### src/rtl/pcs_pkg.sv
package pcs_pkg;

	// Field and register widths.
	localparam int IN_W       = 16;
	localparam int ERR_W      = IN_W + 1;
	localparam int DIFF_W     = ERR_W + 1;
	localparam int INTEG_W    = 32;
	localparam int GAIN_W     = 16;
	localparam int DRIVE_W    = 32;
	localparam int WIN_W      = 17;
	localparam int IDX_W      = 3;
	localparam int CFG_DATA_W = 32;

	// Product, accumulator and scaled widths of the back end.
	localparam int FRAC_W     = 8;
	localparam int P_PROD_W   = GAIN_W + ERR_W;
	localparam int I_PROD_W   = GAIN_W + INTEG_W;
	localparam int D_PROD_W   = GAIN_W + DIFF_W;
	localparam int ACC_W      = I_PROD_W + 2;
	localparam int SCL_W      = ACC_W - FRAC_W;

	// Queue between the front and back ends.
	localparam int QUEUE_DEPTH = 2;
	localparam int QPTR_W      = $clog2(QUEUE_DEPTH);
	localparam int QCNT_W      = $clog2(QUEUE_DEPTH + 1);

	// Register reset values.
	localparam logic signed [GAIN_W-1:0]  PROP_GAIN_RST    = GAIN_W'(256);
	localparam logic signed [GAIN_W-1:0]  INTEG_GAIN_RST   = '0;
	localparam logic signed [GAIN_W-1:0]  DERIV_GAIN_RST   = '0;
	localparam logic signed [DRIVE_W-1:0] DRIVE_UPPER_RST  = {1'b0, {(DRIVE_W-1){1'b1}}};
	localparam logic signed [DRIVE_W-1:0] DRIVE_LOWER_RST  = {1'b1, {(DRIVE_W-1){1'b0}}};
	localparam logic [WIN_W-1:0]          INTEG_WINDOW_RST = WIN_W'(65536);

	// Saturation limits of the integral.
	localparam logic signed [INTEG_W-1:0] INTEG_MAX = {1'b0, {(INTEG_W-1){1'b1}}};
	localparam logic signed [INTEG_W-1:0] INTEG_MIN = {1'b1, {(INTEG_W-1){1'b0}}};

	typedef enum logic [IDX_W-1:0] {
		REG_PROP_GAIN    = 3'd0,
		REG_INTEG_GAIN   = 3'd1,
		REG_DERIV_GAIN   = 3'd2,
		REG_DRIVE_UPPER  = 3'd3,
		REG_DRIVE_LOWER  = 3'd4,
		REG_INTEG_WINDOW = 3'd5
	} cfg_reg_t;

	// One prepared sample, as handed from the front end to the back end.
	typedef struct packed {
		logic signed [ERR_W-1:0]   err;
		logic signed [INTEG_W-1:0] integ;
		logic signed [DIFF_W-1:0]  diff;
	} pcs_item_t;

	// Settings used by the back end.
	typedef struct packed {
		logic signed [GAIN_W-1:0]  prop_gain;
		logic signed [GAIN_W-1:0]  integ_gain;
		logic signed [GAIN_W-1:0]  deriv_gain;
		logic signed [DRIVE_W-1:0] drive_upper;
		logic signed [DRIVE_W-1:0] drive_lower;
	} pcs_back_cfg_t;

endpackage

### src/rtl/pcs_front.sv
module pcs_front (
	input  logic                                 clk,
	input  logic                                 arst_n,
	input  logic [pcs_pkg::WIN_W-1:0]            integ_window,
	input  logic                                 in_valid,
	output logic                                 in_ready,
	input  logic signed [pcs_pkg::IN_W-1:0]      target,
	input  logic signed [pcs_pkg::IN_W-1:0]      measured,
	output logic                                 push,
	input  logic                                 push_ready,
	output pcs_pkg::pcs_item_t                   item
);
	import pcs_pkg::*;

	logic signed [INTEG_W-1:0] integ_sum_q;
	logic signed [ERR_W-1:0]   prev_err_q;
	logic signed [ERR_W-1:0]   err;
	logic [ERR_W-1:0]          mag;
	logic signed [INTEG_W:0]   sum_ext;
	logic signed [INTEG_W-1:0] integ_next;

	assign in_ready = push_ready;
	assign push     = in_valid && push_ready;

	always_comb begin
		err = ERR_W'(target) - ERR_W'(measured);
		mag = err[ERR_W-1] ? ERR_W'(-err) : err;
		sum_ext = (INTEG_W+1)'(integ_sum_q) + (INTEG_W+1)'(err);
		if (mag >= integ_window) begin
			// Error outside the window: the integral is discarded.
			integ_next = '0;
		end else if (sum_ext[INTEG_W] != sum_ext[INTEG_W-1]) begin
			integ_next = sum_ext[INTEG_W] ? INTEG_MIN : INTEG_MAX;
		end else begin
			integ_next = sum_ext[INTEG_W-1:0];
		end
		item.err   = err;
		item.integ = integ_next;
		item.diff  = DIFF_W'(prev_err_q) - DIFF_W'(err);
	end

	always_ff @(posedge clk or negedge arst_n) begin
		if (!arst_n) begin
			integ_sum_q <= '0;
			prev_err_q  <= '0;
		end else if (push) begin
			integ_sum_q <= integ_next;
			prev_err_q  <= err;
		end
	end

endmodule

### src/rtl/pcs_queue.sv
module pcs_queue (
	input  logic               clk,
	input  logic               arst_n,
	input  logic               push,
	output logic               push_ready,
	input  pcs_pkg::pcs_item_t push_item,
	output logic               pop_valid,
	input  logic               pop,
	output pcs_pkg::pcs_item_t pop_item
);
	import pcs_pkg::*;

	pcs_item_t           mem_q [QUEUE_DEPTH];
	logic [QPTR_W-1:0]   wr_ptr_q;
	logic [QPTR_W-1:0]   rd_ptr_q;
	logic [QCNT_W-1:0]   count_q;
	logic                do_pop;

	assign push_ready = (count_q != QCNT_W'(QUEUE_DEPTH));
	assign pop_valid  = (count_q != '0);
	assign pop_item   = mem_q[rd_ptr_q];
	assign do_pop     = pop && pop_valid;

	always_ff @(posedge clk) begin
		if (push) begin
			mem_q[wr_ptr_q] <= push_item;
		end
	end

	always_ff @(posedge clk or negedge arst_n) begin
		if (!arst_n) begin
			wr_ptr_q <= '0;
			rd_ptr_q <= '0;
			count_q  <= '0;
		end else begin
			if (push) begin
				wr_ptr_q <= (wr_ptr_q == QPTR_W'(QUEUE_DEPTH - 1)) ? '0 : wr_ptr_q + 1'b1;
			end
			if (do_pop) begin
				rd_ptr_q <= (rd_ptr_q == QPTR_W'(QUEUE_DEPTH - 1)) ? '0 : rd_ptr_q + 1'b1;
			end
			count_q <= count_q + QCNT_W'(push) - QCNT_W'(do_pop);
		end
	end

endmodule

### src/rtl/pcs_back.sv
module pcs_back (
	input  logic                                 clk,
	input  logic                                 arst_n,
	input  pcs_pkg::pcs_back_cfg_t               cfg,
	input  logic                                 q_valid,
	output logic                                 q_pop,
	input  pcs_pkg::pcs_item_t                   item,
	output logic                                 out_valid,
	input  logic                                 out_ready,
	output logic signed [pcs_pkg::DRIVE_W-1:0]   drive
);
	import pcs_pkg::*;

	logic                       valid_s1;
	logic signed [P_PROD_W-1:0] p_prod_s1;
	logic signed [I_PROD_W-1:0] i_prod_s1;
	logic signed [D_PROD_W-1:0] d_prod_s1;
	logic                       out_valid_q;
	logic signed [DRIVE_W-1:0]  drive_q;
	logic                       adv1;
	logic                       adv2;
	logic signed [ACC_W-1:0]    acc;
	logic signed [SCL_W-1:0]    scaled;
	logic signed [DRIVE_W-1:0]  drive_next;

	assign adv2      = !out_valid_q || out_ready;
	assign adv1      = !valid_s1 || adv2;
	assign q_pop     = q_valid && adv1;
	assign out_valid = out_valid_q;
	assign drive     = drive_q;

	// Stage 1: the three products.
	always_ff @(posedge clk) begin
		if (q_pop) begin
			p_prod_s1 <= P_PROD_W'(cfg.prop_gain) * P_PROD_W'(item.err);
			i_prod_s1 <= I_PROD_W'(cfg.integ_gain) * I_PROD_W'(item.integ);
			d_prod_s1 <= D_PROD_W'(cfg.deriv_gain) * D_PROD_W'(item.diff);
		end
	end

	// Stage 2: sum, drop the fraction (floor) and clamp, upper bound first.
	always_comb begin
		acc    = ACC_W'(p_prod_s1) + ACC_W'(i_prod_s1) + ACC_W'(d_prod_s1);
		scaled = SCL_W'(acc >>> FRAC_W);
		if (scaled > SCL_W'(cfg.drive_upper)) begin
			drive_next = cfg.drive_upper;
		end else if (scaled < SCL_W'(cfg.drive_lower)) begin
			drive_next = cfg.drive_lower;
		end else begin
			drive_next = scaled[DRIVE_W-1:0];
		end
	end

	always_ff @(posedge clk) begin
		if (valid_s1 && adv2) begin
			drive_q <= drive_next;
		end
	end

	always_ff @(posedge clk or negedge arst_n) begin
		if (!arst_n) begin
			valid_s1    <= 1'b0;
			out_valid_q <= 1'b0;
		end else begin
			if (adv1) begin
				valid_s1 <= q_valid;
			end
			if (adv2) begin
				out_valid_q <= valid_s1;
			end
		end
	end

endmodule

### src/rtl/pid_controller_step_core.sv
// Discrete PID controller with integral reset, one sample per request.
//
// Input channel (in_valid/in_ready) carries a request of target and measured.
// Output channel (out_valid/out_ready) returns one drive value per request, in
// request order. Settings are written through cfg_we/cfg_idx/cfg_data; a write
// takes effect at the clock edge where cfg_we is high, and writes to unused
// indexes are ignored. Settings should only change while no request is in flight.
//
// The front end works out the error, the windowed and saturated integral and the
// derivative difference, and updates its state in the cycle a request is taken.
// A two-entry queue sits between it and the back end, which forms the three
// products in one stage and the sum, floor shift and clamp in a second stage.
// out_valid rises once the request has passed the queue entry, the stage-1 product
// registers and the output register; one request per cycle is sustained while
// out_ready stays high, as the front end updates its state as each request is taken.
// When the receiver stalls, the back end holds and the queue fills; in_ready falls
// once the two queue entries are occupied, so nothing is lost.
// Reset clears the integral and previous error, empties the pipeline and loads
// the default settings (unity proportional gain, open clamp limits, full window).
module pid_controller_step_core (
	input  logic                                  clk,
	input  logic                                  arst_n,
	input  logic                                  in_valid,
	output logic                                  in_ready,
	input  logic signed [pcs_pkg::IN_W-1:0]       target,
	input  logic signed [pcs_pkg::IN_W-1:0]       measured,
	output logic                                  out_valid,
	input  logic                                  out_ready,
	output logic signed [pcs_pkg::DRIVE_W-1:0]    drive,
	input  logic                                  cfg_we,
	input  logic [pcs_pkg::IDX_W-1:0]             cfg_idx,
	input  logic [pcs_pkg::CFG_DATA_W-1:0]        cfg_data
);
	import pcs_pkg::*;

	pcs_back_cfg_t    back_cfg_q;
	logic [WIN_W-1:0] integ_window_q;

	logic             q_push;
	logic             q_ready;
	logic             q_valid;
	logic             q_pop;
	pcs_item_t        push_item;
	pcs_item_t        pop_item;

	// Settings registers.
	always_ff @(posedge clk or negedge arst_n) begin
		if (!arst_n) begin
			back_cfg_q.prop_gain   <= PROP_GAIN_RST;
			back_cfg_q.integ_gain  <= INTEG_GAIN_RST;
			back_cfg_q.deriv_gain  <= DERIV_GAIN_RST;
			back_cfg_q.drive_upper <= DRIVE_UPPER_RST;
			back_cfg_q.drive_lower <= DRIVE_LOWER_RST;
			integ_window_q         <= INTEG_WINDOW_RST;
		end else if (cfg_we) begin
			case (cfg_reg_t'(cfg_idx))
				REG_PROP_GAIN:    back_cfg_q.prop_gain   <= cfg_data[GAIN_W-1:0];
				REG_INTEG_GAIN:   back_cfg_q.integ_gain  <= cfg_data[GAIN_W-1:0];
				REG_DERIV_GAIN:   back_cfg_q.deriv_gain  <= cfg_data[GAIN_W-1:0];
				REG_DRIVE_UPPER:  back_cfg_q.drive_upper <= cfg_data[DRIVE_W-1:0];
				REG_DRIVE_LOWER:  back_cfg_q.drive_lower <= cfg_data[DRIVE_W-1:0];
				REG_INTEG_WINDOW: integ_window_q         <= cfg_data[WIN_W-1:0];
				default: begin
				end
			endcase
		end
	end

	pcs_front u_front (
		.clk          (clk),
		.arst_n       (arst_n),
		.integ_window (integ_window_q),
		.in_valid     (in_valid),
		.in_ready     (in_ready),
		.target       (target),
		.measured     (measured),
		.push         (q_push),
		.push_ready   (q_ready),
		.item         (push_item)
	);

	pcs_queue u_queue (
		.clk        (clk),
		.arst_n     (arst_n),
		.push       (q_push),
		.push_ready (q_ready),
		.push_item  (push_item),
		.pop_valid  (q_valid),
		.pop        (q_pop),
		.pop_item   (pop_item)
	);

	pcs_back u_back (
		.clk       (clk),
		.arst_n    (arst_n),
		.cfg       (back_cfg_q),
		.q_valid   (q_valid),
		.q_pop     (q_pop),
		.item      (pop_item),
		.out_valid (out_valid),
		.out_ready (out_ready),
		.drive     (drive)
	);

	// An accepted request is waiting in the queue in the following cycle.
	a_accept_queued: assert property (@(posedge clk) disable iff (!arst_n)
		in_valid && in_ready |=> q_valid)
		else $error("accepted request did not reach the queue");

	// A full queue, which blocks the input, must hold something for the back end.
	a_full_not_empty: assert property (@(posedge clk) disable iff (!arst_n)
		!q_ready |-> q_valid)
		else $error("queue reports full and empty at once");

	// With a zero window every sample discards the integral.
	a_zero_window_clears: assert property (@(posedge clk) disable iff (!arst_n)
		q_push && (integ_window_q == '0) |-> (push_item.integ == '0))
		else $error("integral kept although the window is zero");

endmodule

### config.mk
export PLATFORM = sky130hd
export DESIGN_NAME = pid_controller_step_core
export DESIGN_NICKNAME = d
export VERILOG_FILES = /design/src/rtl/pcs_pkg.sv /design/src/rtl/pcs_front.sv /design/src/rtl/pcs_queue.sv /design/src/rtl/pcs_back.sv /design/src/rtl/pid_controller_step_core.sv
export SDC_FILE = /design/constraint.sdc
export NUM_CORES = 2
export LEC_CHECK = 0
export BUFFER_PORTS_ARGS = -buffer_cell sky130_fd_sc_hd__buf_2
export CORE_AREA = 5 5 390 430
export CTS_BUF_LIST = sky130_fd_sc_hd__clkbuf_16
export CTS_CLUSTER_DIAMETER = 80
export DETAILED_ROUTE_END_ITERATION = 8
export DIE_AREA = 0 0 395 435
export HOLD_SLACK_MARGIN = 0.1
export PLACE_DENSITY_LB_ADDON = 0.25
export SYNTH_ARGS = -nofsm -noshare
export SYNTH_HDL_FRONTEND = slang
export SYNTH_SLANG_ARGS = --single-unit
export TNS_END_PERCENT = 5
### constraint.sdc
create_clock -name clk -period 9.9 [get_ports clk]
set_input_delay 1.98 -clock clk [delete_from_list [all_inputs] [get_ports clk]]
set_output_delay 1.98 -clock clk [all_outputs]
set_load 0.01 [all_outputs]
Word level (Yosys, flattened, before mapping)
Memories as Yosys holds them, arrays and structs flattened.
Cells that the tools add are included.

storage, ports and cells
  register bits after elaboration = 331
  bits in writable memories = 134
  logic and storage cells = 67
  memories kept = 1

memories
  memory         words  width  rd ports  clocked after memory_dff  write ports  RTL line         source
  u_queue.mem_q  2      67     1         0                         1            pcs_queue.sv:13  pcs_item_t mem_q [QUEUE_DEPTH];

operators by class
  add/sub/neg operators = 10
  multiply operators = 3
  magnitude comparators = 3
  eq/ne operators = 7
  mux-type cells = 10
  reduce and logical (&&, ||, !) cells = 16

operators by type and width
  kind                                                                   number
  32-bit two-way mux                                                     5
  49-bit by 34-bit adder with 50-bit output                              1
  33-bit by 48-bit adder with 49-bit output                              1
  16-bit by 32-bit multiplier with 48-bit output                         1
  42-bit by 32-bit greater-than comparator with 1-bit output             1
  42-bit by 32-bit less-than comparator with 1-bit output                1
  16-bit by 18-bit multiplier with 34-bit output                         1
  32-bit by 17-bit adder with 33-bit output                              1
  16-bit by 17-bit multiplier with 33-bit output                         1
  17-bit by 17-bit subtractor with 18-bit output                         1
  17-bit >= comparator                                                   1
  17-bit two-way mux                                                     1
  17-bit negation                                                        1
  16-bit by 16-bit subtractor with 17-bit output                         1
  2-bit AND reduction                                                    6
  3-bit by 2-bit equality test with 1-bit output, second input constant  2
  3-bit equality test, second input constant                             2
  1-bit logical AND                                                      4
  1-bit two-way mux                                                      4
  3-bit by 1-bit equality test with 1-bit output, second input constant  1
  3-bit zero test                                                        1
  1-bit adder, second input constant                                     2
  2-bit by 1-bit adder with 2-bit output                                 1
  1-bit zero test                                                        2
  5 further kinds                                                        6

Depth between registers and ports, before layout
  word-level depth = 6
  depth in mapped cells = 29
  depth with buffers taken out = 26

Modules after synthesis
From an unflattened synthesis, not the netlist that was laid out.

second synthesis, totals
  cell total of the unflattened synthesis = 6510
  area total of the unflattened synthesis = 65260.1 µm²

by module, submodules not included
  module                    instances  cells an instance  area each (µm²)  sequential area each (µm²)
  pcs_back                  1          5198               49102.1          4464.3
  pcs_front                 1          808                6102.1           1226.2
  pcs_queue                 1          226                5123.7           4124.0
  pid_controller_step_core  1          278                4932.2           3270.6

Least setup slack after synthesis
OpenSTA, ideal clock, no wires.

  path kind = input-to-reg
  start point = input out_ready
  end point = register u_queue.count_q[1]
  library setup time = 0.080 ns
  arrival = 9.061 ns
  data required time = 9.820 ns
  setup slack = 0.759 ns
  cell stages on the path = 7
  path through = nor2b_1 -> a21oi_1 -> ha_1 -> inv_1 -> ha_1 -> xnor2_1 -> xnor2_1

on the way
  word-level cells in the longest chain between the ends = 5

RTL lines
  element                                      RTL line                        source
  start: declaration                           pid_controller_step_core.sv:28  input logic out_ready,
  1-bit logical OR                             pcs_back.sv:26                  assign adv2 = !out_valid_q || out_ready;
  1-bit logical OR                             pcs_back.sv:27                  assign adv1 = !valid_s1 || adv2;
  1-bit logical AND                            pcs_back.sv:28                  assign q_pop = q_valid && adv1;
  net q_pop                                    pid_controller_step_core.sv:42  logic q_pop;
  1-bit logical AND                            pcs_queue.sv:22                 assign do_pop = pop && pop_valid;
  2-bit by 1-bit subtractor with 2-bit output  pcs_queue.sv:42                 count_q <= count_q + QCNT_W'(push) - QCNT_W'(do_pop);
  end signal: assignment                       pcs_queue.sv:42
  end: declaration                             pcs_queue.sv:16                 logic [QCNT_W-1:0] count_q;

The timed path passes the listed nets, and every way through them passes these cells.
A chain may end at the register's enable or synchronous reset.

Worst setup path after layout
  start point = register u_queue.rd_ptr_q
  end point = register u_back.p_prod_s1[32] (data pin)

on the way
  word-level cells in the longest chain between the ends = 2

RTL lines
  element                                         RTL line         source
  start: declaration                              pcs_queue.sv:15  logic [QPTR_W-1:0] rd_ptr_q;
  start signal: assignment                        pcs_queue.sv:40  rd_ptr_q <= (rd_ptr_q == QPTR_W'(QUEUE_DEPTH - 1)) ? '0 : rd_ptr_q + 1'b1;
  memory read 2 x 67 bit                          -
  16-bit by 17-bit multiplier with 33-bit output  pcs_back.sv:35   p_prod_s1 <= P_PROD_W'(cfg.prop_gain) * P_PROD_W'(item.err);
  end signal: assignment                          pcs_back.sv:35
  end: declaration                                pcs_back.sv:15   logic signed [P_PROD_W-1:0] p_prod_s1;

No other way between the ends.

==> metrics.md <==
| Metric | Value |
|---|---|
| Status | complete, no violations |
| Worst setup path endpoint | u_back.p_prod_s1[32]$_DFFE_PP_ |
| Syn. warnings | 0 |
| Setup Viol. Count Final | 0 |
| Synthesized Nets | about 8300 |
| Tmin final | around 8.3 ns |
| GRT overflow | 0 |
| Die X | a little under 400 um |
| Worst-path clk slew | around 0.07 ns |
| Vias per std cell | about 5 |
| Via count | 44700 |
| Clk buf depth | 3 |
| Core ar. | between 150000 and 200000 um2 |
| Critical Path Source Type | register |
| Flops & latches, synth | 465 |
| Synth top area share | 0.341 |
| Dominant cells by area after synthesis | fa_1 34%, edfxtp_1 13%, ha_1 9.7% |
| Avg WL per Cell | 20.0 um |
| Worst Reg2Reg Path Length in Cells | 23 |
| Synth Area in Compound Gates | 0.0776 |
| Post-DP HPWL | 139 mm |
| Initial antenna violation count | 7 |
| Place WS | ~1.6 ns |
| Gr busiest metal | met2 |
| Cts hold-fix bufs | 0 |
| CTS Sinks | approximately 470 |
| Largest family of logic cells by synthesized area | adder cells |
| Die height | between 400 and 500 um |
| Num ports | between 100 and 150 |
| GP Congestion | between 0.8 and 0.9 |
| Hold/Removal Path Class | register to register |
| Worst Max-Slew Pin Slew | 1.16 ns |
| Iteration count of the initial detailed-routing pass | 6 |
| Non-Filler Instances | about 8800 |
| Final setup TNS | 0 ns |
| Critical Path Source | u_queue.rd_ptr_q$_DFFE_PN0P_ |
| Slew headroom | 0.223 |
| Post-synthesis mux area share | 0.0305 |
| FF-to-FF End | u_back.p_prod_s1[32]$_DFFE_PP_ |
| RSZ-0062 raised after global routing | no |
| DRT antenna net count | 0 |
| Port Buf Inserts | approximately 110 |
| Pin count of the biggest net entering global routing | roughly 120 |
| Post-Synthesis Cells | ~6600 |
| Crit Path Category | register to register |
| Global router's overall resource usage | 0.208 |
| Num CTS Buffers | 56 |
| Post-Synth Adder-Cell Area | 0.438 |
| Area growth syn-to-layout | 7.20% |
| Die area | ~170000 um2 |
| Required time of the worst setup path | roughly 10 ns |
| Most common cell after layout, fill and taps aside | inv_1 |
| Resized cells post-CTS | 0 |
| Layout net count | 8261 |
| Met2 Use GR | 0.354 |
| DRC violations left | 0 |
| Initial Util | 0.397 |
| Layout cells sized above 1 | 0.0763 |
| EDFF count, synth | around 280 |
| Routed WL | 176 mm |
| Kind of end point of the critical path | register |
| Final hold violation count | 0 |
| Distinct cells, synth | 90 |
| Synth Cell Area | 64700 um2 |
| Seq/Total Area, Yosys | 0.202 |
| Worst Skew | 0.0559 ns |
| FP Rows | 156 |
| Predominant post-synthesis flop cell | edfxtp_1 |
| Post-Synth XOR/XNOR Area | 0.0311 |
| Finished Core Util | 0.425 |
| Final Worst Setup Slack | around 1.6 ns |
| RR Startpoint | u_queue.rd_ptr_q$_DFFE_PN0P_ |
| Slew Viols, Final | 0 |
| Vias in the first global route | ~48000 |
| Max Fclk | ~120 MHz |
| Async set or reset register ratio after synthesis | 0.396 |
| Reg-to-reg setup timing slack | about 1.6 ns |
| Clock insertion delay at the later pin of the skew report | approximately 0.64 ns |
| Htree depth | 2 |
| Fin crit share | 0.839 |
| Post-CTS Setup Inserts | 0 |
| Max_cap viols | 0 |
| Mean Syn Cell Area | 9.79 um2 |
| First DRT Iteration DRCs | ~2600 |
| Worst EP arrival | just under 9 ns |
| Crit Path Max Fanout | 20 |
| Met1 Use GR | 0.283 |
| Simple-Gate Fraction of Synth Area | 0.126 |
| DP Cell Count | 8662 |
| CTS tree | built |
| Commonest non-fill, non-tap cells in the layout | 1413 x inv_1, 1102 x fa_1, 783 x nand2_1 |
| First-pass GRT wire length | roughly 280 mm |
| Cell taking the most area after synthesis | fa_1 |
| Root buf cell | clkbuf_16 |
| Met3 usage | 0.0302 |
-- Yosys cell counts, drive strengths merged, types with 67 or more instances --
master	count
nand2	784
xor2	67
o21ai	188
dfrtp	150
edfxtp	281
nor2	251
fa	1102
xnor2	163
clkbuf	206
and2	381
a21oi	249
ha	500
mux2	162
a21o	100
inv	1404
-- cell families after synthesis --
kind of cell,count (synthesis)
xor gates and xnor gates,230
buffers and inverters,1638
DFF,465
and+or+nand+nor,1717
adders and majority gates,1602
AOI/OAI and AO/OA,780
muxes,177
-- through the flow --
stage | hold WS, ns | cell area (um2)
final | 0.490 | 69400
after global routing | 0.507 | 69400
after CTS | 0.491 | 69400
after detailed placement | 0.477 | 67500
after global placement | 0.468 | 67500
after floorplan | 0.449 | 64700
-- metal layers --
| metal | wire length [um] | vias up |
|---|---|---|
| met3 | 9420 | 181 |
| met5 | 0 | - |
| met4 | 3910 | 0 |
| met1 | 77400 | 22900 |
| li1 | - | 20600 |
| met2 | 84900 | 1053 |
-- how the worst min path moves through the flow --
stage,startpoint,to,slack (ns),cells past startpoint
CTS,u_front.integ_sum_q[0]$_DFFE_PN0P_,u_front.integ_sum_q[0]$_DFFE_PN0P_,0.49,2
floorplan,u_back.valid_s1$_DFFE_PN0N_,u_back.out_valid$_DFFE_PN0P_,0.45,2
detailed placement,u_front.prev_err_q[3]$_DFFE_PN0P_,u_front.prev_err_q[3]$_DFFE_PN0P_,0.48,2
finish,u_front.prev_err_q[2]$_DFFE_PN0P_,u_front.prev_err_q[2]$_DFFE_PN0P_,0.49,2
global placement,u_front.prev_err_q[10]$_DFFE_PN0P_,u_front.prev_err_q[10]$_DFFE_PN0P_,0.47,2
global route,u_front.integ_sum_q[0]$_DFFE_PN0P_,u_front.integ_sum_q[0]$_DFFE_PN0P_,0.51,2
-- worst max-delay path: stages, from the launching register on --
cell and delay [ns]:
dfrtp_2 0.71, buf_4 0.42, mux2_2 0.54, nand2_1 0.15, fa_1 0.57, inv_1 0.05, fa_1 0.50, fa_1 0.51
inv_1 0.05, fa_1 0.54, inv_1 0.05, fa_1 0.50, fa_1 0.42, ha_1 0.39, and3_1 0.20, nand3_1 0.11
or3_1 0.39, o21ai_0 0.62, nand4_1 0.27, nand4_1 0.20, nand2_1 0.09, o21ai_0 0.23, a21oi_1 0.12, xnor2_1 0.38
-- area by class of cell --
type                       count  area (um2)
antenna                        3        7.51
tap                         2133        2670
fill                       15800       93800
timing repair buffer         153         920
inverter                    1405        5270
multi-input combinational   4506       45600
clock buffer                  56        1400
sequential                   465       13100
clock inverter                47         428
-- registers in the layout, indices dropped and copies added, names as in the netlist, 2 cells and up --
signal               cells
u_queue.count_q          2
u_front.prev_err_q      17
u_front.integ_sum_q     32
u_back.d_prod_s1        34
u_back.drive            32
integ_window_q          17
back_cfg_q             112
u_back.p_prod_s1        33
u_queue.mem_q          134
u_back.i_prod_s1        48
Power is left out: the tool's default activity adds up to more than one toggle a clock period on the data nets, which glitch-free logic cannot reach.
